File: src/rtl/bhq_pkg.sv
// Shared constants, codes and types for the binned histogram block.
package bhq_pkg;

	localparam int CNT_W        = 31;
	localparam int VAL_W        = 32;
	localparam int WID_W        = 16;
	localparam int NB_W         = 11;
	localparam int CFG_IDX_W    = 2;
	localparam int MAX_BINS_DEF = 1024;

	localparam logic [CNT_W-1:0] CNT_MAX = {CNT_W{1'b1}};

	typedef enum logic [1:0] {
		ACT_ADD = 2'd0,
		ACT_BIN = 2'd1,
		ACT_CUM = 2'd2
	} action_t;

	typedef enum logic [CFG_IDX_W-1:0] {
		REG_RANGE_LOW  = 2'd0,
		REG_RANGE_HIGH = 2'd1,
		REG_BIN_WIDTH  = 2'd2,
		REG_NUM_BINS   = 2'd3
	} reg_idx_t;

	typedef enum logic [3:0] {
		S_CLEAR,
		S_IDLE,
		S_PREP,
		S_CHECK,
		S_DIV,
		S_READ,
		S_UPD,
		S_SUM,
		S_SUMW,
		S_DONE
	} state_t;

	function automatic logic [CNT_W-1:0] sat_inc(input logic [CNT_W-1:0] c);
		return (c == CNT_MAX) ? c : c + 1'b1;
	endfunction

endpackage

File: src/rtl/bhq_div.sv
// Restoring divider, one quotient bit per cycle, for dividends below 2^QW times the divisor.
module bhq_div #(
	parameter int DW = $clog2(bhq_pkg::MAX_BINS_DEF + 1) + bhq_pkg::WID_W,
	parameter int QW = $clog2(bhq_pkg::MAX_BINS_DEF)
) (
	input  logic                       clk,
	input  logic                       arst_n,
	input  logic                       start,
	input  logic [DW-1:0]              dividend,
	input  logic [bhq_pkg::WID_W-1:0]  divisor,
	output logic                       done,
	output logic [QW-1:0]              quotient
);

	localparam int CW = $clog2(QW + 1);

	logic [DW-1:0] rem_q;
	logic [DW-1:0] dsr_q;
	logic [QW-1:0] quot_q;
	logic [CW-1:0] cnt_q;
	logic          busy_q;
	logic          done_q;
	logic          fits;

	assign fits     = (rem_q >= dsr_q);
	assign done     = done_q;
	assign quotient = quot_q;

	always_ff @(posedge clk or negedge arst_n) begin
		if (!arst_n) begin
			busy_q <= 1'b0;
			done_q <= 1'b0;
			cnt_q  <= '0;
		end else begin
			done_q <= 1'b0;
			if (start) begin
				busy_q <= 1'b1;
				cnt_q  <= CW'(QW);
			end else if (busy_q) begin
				cnt_q <= cnt_q - 1'b1;
				if (cnt_q == CW'(1)) begin
					busy_q <= 1'b0;
					done_q <= 1'b1;
				end
			end
		end
	end

	always_ff @(posedge clk) begin
		if (start) begin
			rem_q <= dividend;
			dsr_q <= DW'(divisor) << (QW - 1);
		end else if (busy_q) begin
			if (fits) begin
				rem_q <= rem_q - dsr_q;
			end
			quot_q <= {quot_q[QW-2:0], fits};
			dsr_q  <= dsr_q >> 1;
		end
	end

endmodule

File: config.mk
export PLATFORM = sky130hd
export DESIGN_NAME = bhq_div
export DESIGN_NICKNAME = d
export VERILOG_FILES = /design/src/rtl/bhq_pkg.sv /design/src/rtl/bhq_div.sv
export SDC_FILE = /design/constraint.sdc
export NUM_CORES = 1
export LEC_CHECK = 0
export ABC_CLOCK_PERIOD_IN_PS = 5350
export BUFFER_PORTS_ARGS = -buffer_cell sky130_fd_sc_hd__buf_2
export CAP_MARGIN = 5
export CORE_UTILIZATION = 40
export CTS_CLUSTER_SIZE = 40
export DETAILED_ROUTE_END_ITERATION = 10
export PLACE_DENSITY_LB_ADDON = 0.05
export SETUP_SLACK_MARGIN = 0.1
export SYNTH_ARGS = -nofsm -noshare
export SYNTH_HDL_FRONTEND = slang
export SYNTH_SLANG_ARGS = --single-unit
File: constraint.sdc
create_clock -name clk -period 5.35 [get_ports clk]
set_input_delay 0.535 -clock clk [delete_from_list [all_inputs] [get_ports clk]]
set_output_delay 0.535 -clock clk [all_outputs]
set_load 0.02 [all_outputs]
# Yosys cells after proc, flatten, opt, wreduce, memory -nomap -nowiden
# Index checks and enable logic that the tools add are counted.
# Widths: inputs -> output; s select.
# word_totals
word_cells	29
register_bits	68
output_inout_bits	11
# classes
n_mux	13
bitwise_logic	1
order_cmp	1
n_eq_ne	1
n_reduce_logical	4
n_addsub	2
# ops
cell	n
$mux 27	3
$mux 25	2
$ge 27x25->1	1
$sub 27x25->27	1
$mux 4	2
$mux 1	6
$eq 4x1->1 const B	1
$reduce_and 2->1	2
$reduce_bool 2->1	2
$sub 4x1->4 const B	1
$not 1->1	1

# Longest topological paths before layout
# Gate-level depths: netlist (run 1).
# logic_depth
word_depth	4
depth_mapped	10

# Worst setup path before layout (run 1)
# OpenSTA, ideal clock, no wires.
# synth_path
path_type	register to register
from	register rem_q[1]
to	register rem_q[0], enable pin
t_required_ns	4.967
stages_incl_launch_ff	8
setup_slack_ns	2.538
arrival_time_ns	2.429
setup_time_ns	0.383
period_less_slack_ns	2.812
cell_sequence	edfxtp_1 > ha_1 > nor2b_1 > o2111ai_2 > a211oi_4 > o311ai_2 > nor3_1 > a211o_1
# synth_between
elab_chain_cells	3
# synth_lines
item	line	source
from (decl)	bhq_div.sv:17	logic [DW-1:0] rem_q;
from (signal assigned)	bhq_div.sv:51	rem_q <= dividend;
from (signal assigned)	bhq_div.sv:55	rem_q <= rem_q - dsr_q;
$ge 27x25->1	bhq_div.sv:25	assign fits = (rem_q >= dsr_q);
$reduce_bool 2->1 (no line)	--	
$reduce_and 2->1 (no line)	--	
# No other way between the ends.
# A chain may end at the register's enable or synchronous reset.

# Final worst setup path (run 1)
# layout_path
from	register rem_q[1]
to	register rem_q[14], enable pin
# The elaborated chain is that of the path after synthesis.

==> results of run 1 <==
[sequential cells by signal, indices dropped and copies added (netlist names)]
| signal | cells |
|---|---|
| done | 1 |
| cnt_q | 4 |
| rem_q | 27 |
| dsr_q | 25 |
| quotient | 10 |
| busy_q | 1 |
[what timing repair did]
item | CTS | global route
setup endpoints to repair | 0 | 0
hold buffers | 1 | 0
hold endpoints to repair | 6 | 0
[cell usage after synthesis (all sizes together), types with 6 or more instances]
master | count | share of area (%)
nor3 | 8 | 0.91
edfxtp | 53 | 36
ha | 27 | 7.7
a21oi | 28 | 3.5
nand2 | 84 | 7.2
xnor2 | 8 | 1.6
buf | 6 | 0.77
dfrtp | 6 | 3.4
clkbuf | 12 | 1.0
inv | 37 | 3.1
o31ai | 6 | 1.0
xor2 | 6 | 1.2
dfxtp | 9 | 4.1
mux2i | 13 | 3.0
o21ai | 46 | 5.2
nor2 | 32 | 2.7
[power by group]
part | switching, uW | internal (uW) | total, uW
Sequential | 58.1 | 746 | 805
Clock | 230 | 223 | 454
Combinational | 797 | 512 | 1310
Total | 1090 | 1480 | 2570
[cell families (layout without fill, tap and decap cells)]
group	Yosys count	after routing	synth area share, %
flops	68	68	43.6
buf+inv	56	115	5.02
fa+ha+maj	28	28	8.12
mux	15	15	3.46
xor+xnor	14	14	2.78
simple gates	169	169	18.2
compound gates	126	126	18.9
[final cells by class]
cell class / count / area [um2] / share of cell area, %
Clock inverter: 7 / 83.8 / 1.66
Timing Repair Buffer: 61 / 340 / 6.74
Inverter: 38 / 143 / 2.83
Multi-Input combinational cell: 352 / 2270 / 44.9
Sequential cell: 68 / 1920 / 38.1
Tap cell: 136 / 170 / 3.37
Clock buffer: 9 / 124 / 2.45
[per-layer routing]
metal / vias to the layer above / global-route usage, %
met3: 21 / 4.07
met4: 0 / 8.90
li1: 1822 / -
met1: 1625 / 26.8
met5: - / 0
met2: 92 / 29.2
[through the flow]
stage               cell area (um2)  hold WS, ps  setup WS [ps]
floorplan                      4410          239           2540
global placement               4800          366           2030
detailed placement             4800          371           1970
CTS                            5020          424           1910
global route                   5050          429           1900
finish                         5050          443           2230
[worst register-to-register path, stage by stage (launching register included)]
cell and delay [ps]:
edfxtp_1 430, ha_1 310, nor2b_1 180, o2111ai_2 200
a211oi_4 400, o311ai_2 250, nor3_1 230, a211o_1 580
buf_16 230
[worst max-delay path by stage]
| stage | endpoint | slack [ps] | cells past startpoint |
|---|---|---|---|
| final | rem_q[14]$_DFFE_PP_ | 2230 | 8 |
| after global routing | rem_q[14]$_DFFE_PP_ | 1900 | 8 |
| after CTS | rem_q[5]$_DFFE_PP_ | 1910 | 7 |
| after detailed placement | rem_q[12]$_DFFE_PP_ | 1970 | 7 |
| after global placement | rem_q[11]$_DFFE_PP_ | 2030 | 7 |
| after floorplan | rem_q[0]$_DFFE_PP_ | 2540 | 7 |
==> summary.md, run 1 <==
| Metric | Value |
|---|---|
| Top Metal Used | met4 |
| DPL Wire Length | 7340 um |
| Gr ovfl total | 0 |
| Layout fillers | 1037 |
| Reg2reg start | rem_q[1]$_DFFE_PP_ |
| CP Launch Point | rem_q[1]$_DFFE_PP_ |
| Largest net degree at the start of global routing | 57 |
| P&R area growth vs syn | 14.5% |
| Maximum clock frequency | 321 MHz |
| Syn Area/Cell | 9.26 um2 |
| R2r setup slk | 2230 ps |
| Final setup viols | 0 |
| DR vias/cell | 5.31 |
| Post-Layout Cell Count | 671 |
| Total power | 2570 uW |
| Worst hold start | divisor[14] |
| Worst slew pin tran | 855 ps |
| Critical path class | flip-flop to flip-flop |
| Crit Path Max Fanout | 15 |
| Layout cells sized above 1 | 17.6% |
| Syn Std Cell Area | 4410 um2 |
| Die Width | 107 um |
| Synth warn | 0 |
| Pwr Density | 509 nW/um2 |
| Max stage delay on crit path | 580 ps |
| Global Route Usage Sum | 19.4% |
| Status | finished clean |
| Starting DRT DRC Count | 158 |
| Die footprint | 11400 um2 |
| Commonest non-fill, non-tap cell in the layout | nand2_1 |
| Clock Skews | 12.5 ps |
| Remaining DRCs | 0 |
| RSZ-0062 raised after global routing | no |
| Syn Nets | 550 |
| Number of max-cap violations | 0 |
| Critical path buffer and inverter count | 1 |
| Layout Nets | 604 |
| Clock-pin transition on the worst setup and hold timing paths | 90 ps |
| Post-CTS setup buffer count | 0 |
| Ant. Diodes | 0 |
| Seq/Total Area, Yosys | 43.6% |
| Cts repair resizes | 0 |
| Hold endpoint | dsr_q[23]$_DFFE_PP_ |
| Relative slew margins | 42.9% |
| Critical R2R Capture | rem_q[14]$_DFFE_PP_ |
| Worst path cell trace | ha_1 -> nor2b_1 -> o2111ai_2 -> a211oi_4 -> o311ai_2 -> nor3_1 -> a211o_1 -> buf_16 |
| Htree depth | 3 |
| Cell count after synthesis | 476 |
| Final wirelength | 10200 um |
| Initial antenna violation count | 0 |
| Initial Utilization | 42.0% |
| Final core occ | 48.0% |
| CTS tree | built |
| Placed cell count | 653 |
| FFs w/ async S/R, synth | 8.82% |
| Met2 routed WL | 4490 um |
| Post-DRT Antenna Nets | 0 |
| DR vias | 3560 |
| Setup_tns | 0 ps |
| Post-synth EDFFs | 53 |
| Slew Viols, Final | 0 |
| DR pass1 iterations | 4 |
| Met3 routed WL | 400 um |
| Startpoint Class | flip-flop |
| Num CTS Buffers | 9 |
| Clk Latency, worst-skew pair | 360 ps |
| I/O pin count | 57 |
| PortBufs | 56 |
| Top delay family on crit path | compound AO/OA/AOI/OAI gates |
| Hold Crit Depth | 3 |
| Leak pwr | 0.00217 uW |
| Worst r2r path cells | 8 |
| Hold Violations, Final | 0 |
| Final Critical Period | 3120 ps |
| CTS sink cnt | 68 |
| Crit share post-route | 58.3% |
| RD Place Congestion | 0.857 |
| Worst path slowest cell | a211o_1 |
| Vias in the first global route | 3479 |
| Register bit count reported by yosys | 68 |
| Crit path capture type | flip-flop |
| Commonest non-fill, non-tap cells in the layout | nand2_1 (84), buf_2 (56), edfxtp_1 (53) |
| WL met1 | 5080 um |
| Peak VDD IR | 162 uV |
| Hold Path Class | input pin to flip-flop |
| First-pass GRT wire length | 17000 um |
| Row count | 37 |
| Critical Path RT | 5430 ps |
| Ys flop type | edfxtp_1 |
| Die H | 107 um |
| Avg WL per Cell | 15.2 um |
| CTS Buffer Depth | 2 |
| Placeable Area | 10500 um2 |
| CTS root buffer | clkbuf_8 |
| Arrival @ worst endpoint | 3190 ps |
| Netlist cell types | 66 |
Note: power is estimated with default switching activity, not from simulation.
==> run 2: changes to the inputs <==
--- a/config.mk
+++ b/config.mk
@@ -5,7 +5,7 @@
 export SDC_FILE = /design/constraint.sdc
 export NUM_CORES = 1
 export LEC_CHECK = 0
-export ABC_CLOCK_PERIOD_IN_PS = 5350
+export ABC_CLOCK_PERIOD_IN_PS = 2860
 export BUFFER_PORTS_ARGS = -buffer_cell sky130_fd_sc_hd__buf_2
 export CAP_MARGIN = 5
 export CORE_UTILIZATION = 40
==> constraint.sdc (replaced) <==
create_clock -name clk -period 2.86 [get_ports clk]
set_input_delay 0.286 -clock clk [delete_from_list [all_inputs] [get_ports clk]]
set_output_delay 0.286 -clock clk [all_outputs]
set_load 0.02 [all_outputs]
==> run 2 against run 1 <==
Compared with the run above: combinational power grew 98%; utilization grew 1.0 points; fmax grew 19%; clock skew shrank 1.4 ps; register-to-register slack lost 2000 ps; sequential power grew 88%; routed wire length grew 1.6%; non-clock buffer count grew 7; final cell count grew 1.0%.
==> summary.md, run 2 (synthesized netlist as in run 1, its figures left out) <==
| Metric | Value |
|---|---|
| Status | finished clean |
| Worst slack, placed | 33.7 ps |
| Met1 Use GR | 26.9% |
| Largest net degree at the start of global routing | 52 |
| RSZ-0062 raised after global routing | yes |
| Initial Utilization | 42.0% |
| Remaining DRCs | 0 |
| Clock Skews | 11.2 ps |
| Largest Register | rem_q |
| Layout fillers | 998 |
| Max FFs per register | 27 |
| Initial antenna violation count | 0 |
| CTS tree | built |
| Hold Violations, Final | 0 |
| Final Critical Period | 2620 ps |
| Peak VDD IR | 331 uV |
| Gr ovfl total | 0 |
| DPL Wire Length | 7580 um |
| Global Route Usage Sum | 19.7% |
| First-pass GRT wire length | 17300 um |
| Internal power | 2840 uW |
| Clk Latency, worst-skew pair | 370 ps |
| P_sw | 2120 uW |
| Worst slew pin tran | 891 ps |
| Starting DRT DRC Count | 199 |
| DR vias | 3626 |
| Arrival @ worst endpoint | 2750 ps |
| Maximum clock frequency | 381 MHz |
| Avg WL per Cell | 15.3 um |
| Commonest non-fill, non-tap cell in the layout | nand2_1 |
| Row count | 37 |
| RD Place Congestion | 0.883 |
| Area of placed instances | 4870 um2 |
| Commonest non-fill, non-tap cells in the layout | nand2_1 (84), buf_2 (56), edfxtp_1 (53) |
| Die footprint | 11400 um2 |
| Layout Nets | 611 |
| Die Width | 107 um |
| Setup_tns | 0 ps |
| Final wirelength | 10400 um |
| M3 GR Usage | 3.83% |
| Hold Path Class | input pin to flip-flop |
| Clock Power Share | 17.3% |
| DR vias/cell | 5.35 |
| GRT Max-Usage Layer | met2 |
| Fin area | 5150 um2 |
| Post-DRT Antenna Nets | 0 |
| PortBufs | 56 |
| Placeable Area | 10500 um2 |
| Number of max-cap violations | 0 |
| Clock-pin transition on the worst setup and hold timing paths | 90 ps |
| Reg power frac | 30.4% |
| CTS root buffer | clkbuf_8 |
| Num CTS Buffers | 9 |
| CTS Buffer Depth | 2 |
| Hold Crit Depth | 3 |
| Crit share post-route | 91.7% |
| Vias in the first global route | 3620 |
| Relative slew margins | 40.5% |
| Leak pwr | 0.00220 uW |
| Layout cells sized above 1 | 20.1% |
| Crit path capture type | flip-flop |
| Slew Viols, Final | 0 |
| Switching Fraction | 42.7% |
| M2 GR Usage | 30.2% |
| Htree depth | 3 |
| Pwr Density | 962 nW/um2 |
| Critical Path RT | 2980 ps |
| Final setup viols | 0 |
| Critical path class | flip-flop to flip-flop |
| CTS sink cnt | 68 |
| Die H | 107 um |
| Worst r2r path cells | 8 |
| Logic pwr share | 52.3% |
| Total power | 4960 uW |
| I/O pin count | 57 |
| Startpoint Class | flip-flop |
| PnR worst setup slack | 237 ps |
| P&R area growth vs syn | 16.9% |
| Crit Path Max Fanout | 21 |
| Ant. Diodes | 0 |
| DR pass1 iterations | 5 |
## run 2: metal layers
layer,vias to the layer above,wire length (um)
met1,1672,4980
li1,1841,-
met4,0,213
met5,-,0
met3,18,470
met2,95,4700
## run 2: worst paths after layout
path	endpoint	slack [ps]	startpoint
max	rem_q[8]$_DFFE_PP_	240	rem_q[1]$_DFFE_PP_
min	dsr_q[16]$_DFFE_PP_	180	divisor[7]
max reg2reg	rem_q[8]$_DFFE_PP_	240	rem_q[1]$_DFFE_PP_
min reg2reg	quotient[3]$_DFFE_PP_	450	quotient[2]$_DFFE_PP_
max in group asynchronous	cnt_q[3]$_DFFE_PN0P_	2450	arst_n
min in group asynchronous	cnt_q[2]$_DFFE_PN0P_	270	arst_n
## run 2: final cells by class
class / instances / area, um2 / share of cell area [%]
clock inverters: 7 / 80.1 / 1.55
well taps: 136 / 170 / 3.30
flip-flops and latches: 68 / 1920 / 37.3
inverters: 38 / 143 / 2.77
clock buffers: 9 / 124 / 2.40
repair buffers: 68 / 385 / 7.48
multi-input cells: 352 / 2330 / 45.2
## run 2: through the flow
step	utilization, %	cells	hold slack [ps]
3_3_place_gp	46.3	660	117
2_1_floorplan	-	476	-9.59
4_1_cts	48.4	677	174
3_5_place_dp	46.3	660	116
6_report	49.1	678	183
5_1_grt	49.1	678	187
## run 2: power groups by stage
stage | registers, uW | clock network (uW) | logic, uW
2_1_floorplan | 1510 | 0 | 1860
3_3_place_gp | 1520 | 0 | 2450
3_5_place_dp | 1530 | 0 | 2450
4_1_cts | 1510 | 877 | 2490
5_1_grt | 1540 | 916 | 2910
6_report | 1510 | 856 | 2590
## run 2: critical path, stage by stage (launching register included)
cell and delay, ps:
edfxtp_1 440, ha_1 330, nor2b_1 160, o2111ai_2 300, a211oi_4 150, o311ai_2 380
nor3_1 90, a211o_2 350, buf_12 180
## run 2: what timing repair did
action                                  4_1_cts  5_1_grt
pin swaps                                     0        2
resized for setup                             2       10
hold endpoints to repair                      6        0
buffers inserted                              0        1
hold buffers                                  1        0
endpoints found under the setup margin        4       37
==> run 3: changes to the inputs <==
--- a/config.mk
+++ b/config.mk
@@ -5,13 +5,14 @@
 export SDC_FILE = /design/constraint.sdc
 export NUM_CORES = 1
 export LEC_CHECK = 0
-export ABC_CLOCK_PERIOD_IN_PS = 2860
 export BUFFER_PORTS_ARGS = -buffer_cell sky130_fd_sc_hd__buf_2
 export CAP_MARGIN = 5
-export CORE_UTILIZATION = 40
+export CELL_PAD_IN_SITES_DETAIL_PLACEMENT = 1
+export CELL_PAD_IN_SITES_GLOBAL_PLACEMENT = 2
+export CORE_UTILIZATION = 33
 export CTS_CLUSTER_SIZE = 40
 export DETAILED_ROUTE_END_ITERATION = 10
-export PLACE_DENSITY_LB_ADDON = 0.05
+export PLACE_DENSITY = 0.77
 export SETUP_SLACK_MARGIN = 0.1
 export SYNTH_ARGS = -nofsm -noshare
 export SYNTH_HDL_FRONTEND = slang
==> run 3 against run 2 <==
Compared with the run above: clock power up 30%; critical endpoint is now rem_q[17]$_DFFE_PP_; global-route usage is 1.3 points lower; routed wire length rose by 16%; sequential share of layout area decreased by 1.3 points; sequential cell count is the same; largest cell class unchanged.
==> summary.md, run 3 (synthesized netlist as in run 1, its figures left out) <==
| Metric | Value |
|---|---|
| Post-DRT Antenna Nets | 0 |
| Largest Register | rem_q |
| Leak pwr | 0.00228 uW |
| P&R area growth vs syn | 21.0% |
| Starting DRT DRC Count | 132 |
| Crit path capture type | flip-flop |
| Die footprint | 13800 um2 |
| Critical Path RT | 3010 ps |
| Commonest non-fill, non-tap cell in the layout | nand2_1 |
| Pwr Density | 993 nW/um2 |
| RD Place Congestion | 0.825 |
| Gr ovfl total | 0 |
| Remaining DRCs | 0 |
| Global Route Usage Sum | 18.4% |
| Max FFs per register | 27 |
| Layout Nets | 617 |
| Htree depth | 3 |
| CTS root buffer | clkbuf_16 |
| Die Width | 118 um |
| Placeable Area | 12800 um2 |
| Fin Hold WS | 218 ps |
| Vias in the first global route | 4022 |
| CTS sink cnt | 68 |
| Final Critical Period | 2640 ps |
| DR vias/cell | 5.21 |
| Final wirelength | 12000 um |
| Area of the multi-input gates | 2330 um2 |
| Status | finished clean |
| Largest net degree at the start of global routing | 40 |
| Clock Skews | 5.93 ps |
| Number of max-cap violations | 0 |
| Num CTS Buffers | 9 |
| CTS tree | built |
| Storage element area | 1920 um2 |
| Setup_tns | 0 ps |
| Final core occ | 41.6% |
| Worst slew pin tran | 844 ps |
| Total power | 5290 uW |
| Commonest non-fill, non-tap cells in the layout | nand2_1 (84), buf_2 (56), edfxtp_1 (53) |
| Die H | 118 um |
| Initial Utilization | 34.4% |
| CTS Buffer Depth | 2 |
| Maximum clock frequency | 379 MHz |
| R2r setup slk | 220 ps |
| Hold Path Class | input pin to flip-flop |
| Crit Path Max Fanout | 4 |
| First-pass GRT wire length | 20100 um |
| Hold Crit Depth | 3 |
| Layout cells sized above 1 | 21.4% |
| Peak VDD IR | 298 uV |
| Crit share post-route | 92.3% |
| PortBufs | 56 |
| Final setup viols | 0 |
| Relative slew margins | 43.6% |
| DPL Wire Length | 8870 um |
| Slew Viols, Final | 0 |
| Startpoint Class | flip-flop |
| Clk Latency, worst-skew pair | 340 ps |
| Ant. Diodes | 0 |
| Avg WL per Cell | 16.7 um |
| Worst slack, placed | 13.9 ps |
| Clock-pin transition on the worst setup and hold timing paths | 60 ps |
| DR pass1 iterations | 4 |
| Hold Violations, Final | 0 |
| Worst r2r path cells | 7 |
| Initial antenna violation count | 0 |
| PnR worst setup slack | 220 ps |
| DR vias | 3751 |
| Arrival @ worst endpoint | 2790 ps |
| Row count | 41 |
| Critical path class | flip-flop to flip-flop |
| I/O pin count | 57 |
| Layout fillers | 1535 |
| RSZ-0062 raised after global routing | yes |
run 3: cell count changes in the layout (fill, tap and decap cells not counted), sizes merged:
cell,previous run,this run
clkbuf,9,11
buf,67,73
bufinv,1,0
clkinv,1,4
inv,41,37
run 3: metal layers:
layer	part of all wire, %	vias up	GRT usage (%)	wire length, um
li1	-	1855	-	-
met1	46	1811	22.9	5590
met2	48	62	31.5	5750
met3	2.8	23	2.91	340
met4	2.9	0	8.25	354
met5	0	-	0	0
run 3: final timing paths:
path | endpoint | from
worst max-delay path | rem_q[17]$_DFFE_PP_ | rem_q[1]$_DFFE_PP_
worst min-delay path | rem_q[6]$_DFFE_PP_ | dividend[6]
worst max register to register | rem_q[17]$_DFFE_PP_ | rem_q[1]$_DFFE_PP_
worst min register to register | quotient[1]$_DFFE_PP_ | quotient[0]$_DFFE_PP_
max in group asynchronous | busy_q$_DFF_PN0_ | arst_n
min in group asynchronous | cnt_q[0]$_DFFE_PN0P_ | arst_n
run 3: area by class of cell:
type                    count  share of cell area, %
multi-input cells         352                   43.6
flip-flops and latches     68                   36.0
repair buffers             74                   8.07
clock buffers              11                   4.95
well taps                 172                   4.03
inverters                  38                   2.67
clock inverters             5                  0.633
run 3: critical path, stage by stage (launching register included):
cell and delay, ps:
edfxtp_1 440, ha_1 330, nor2b_2 160, o2111ai_2 300, a211oi_4 130, or4_1 550
and4_1 240, a311oi_2 290
run 3: report_power, final:
part           switching, uW  internal (uW)
Sequential               113           1400
Clock                    453            662
Combinational           1620           1050
run 3: what timing repair did:
item	4_1_cts	5_1_grt
hold buffers	1	0
pin swaps	0	7
endpoints found under the setup margin	5	35
resized for setup	1	11
buffers inserted	0	4
endpoints found under the hold margin	6	0
run 3: metrics by stage:
step | instance area [um2] | instances
global route | 5330 | 720
CTS | 5250 | 716
global placement | 4940 | 699
finish | 5330 | 720
floorplan | 4410 | 476
detailed placement | 4940 | 699
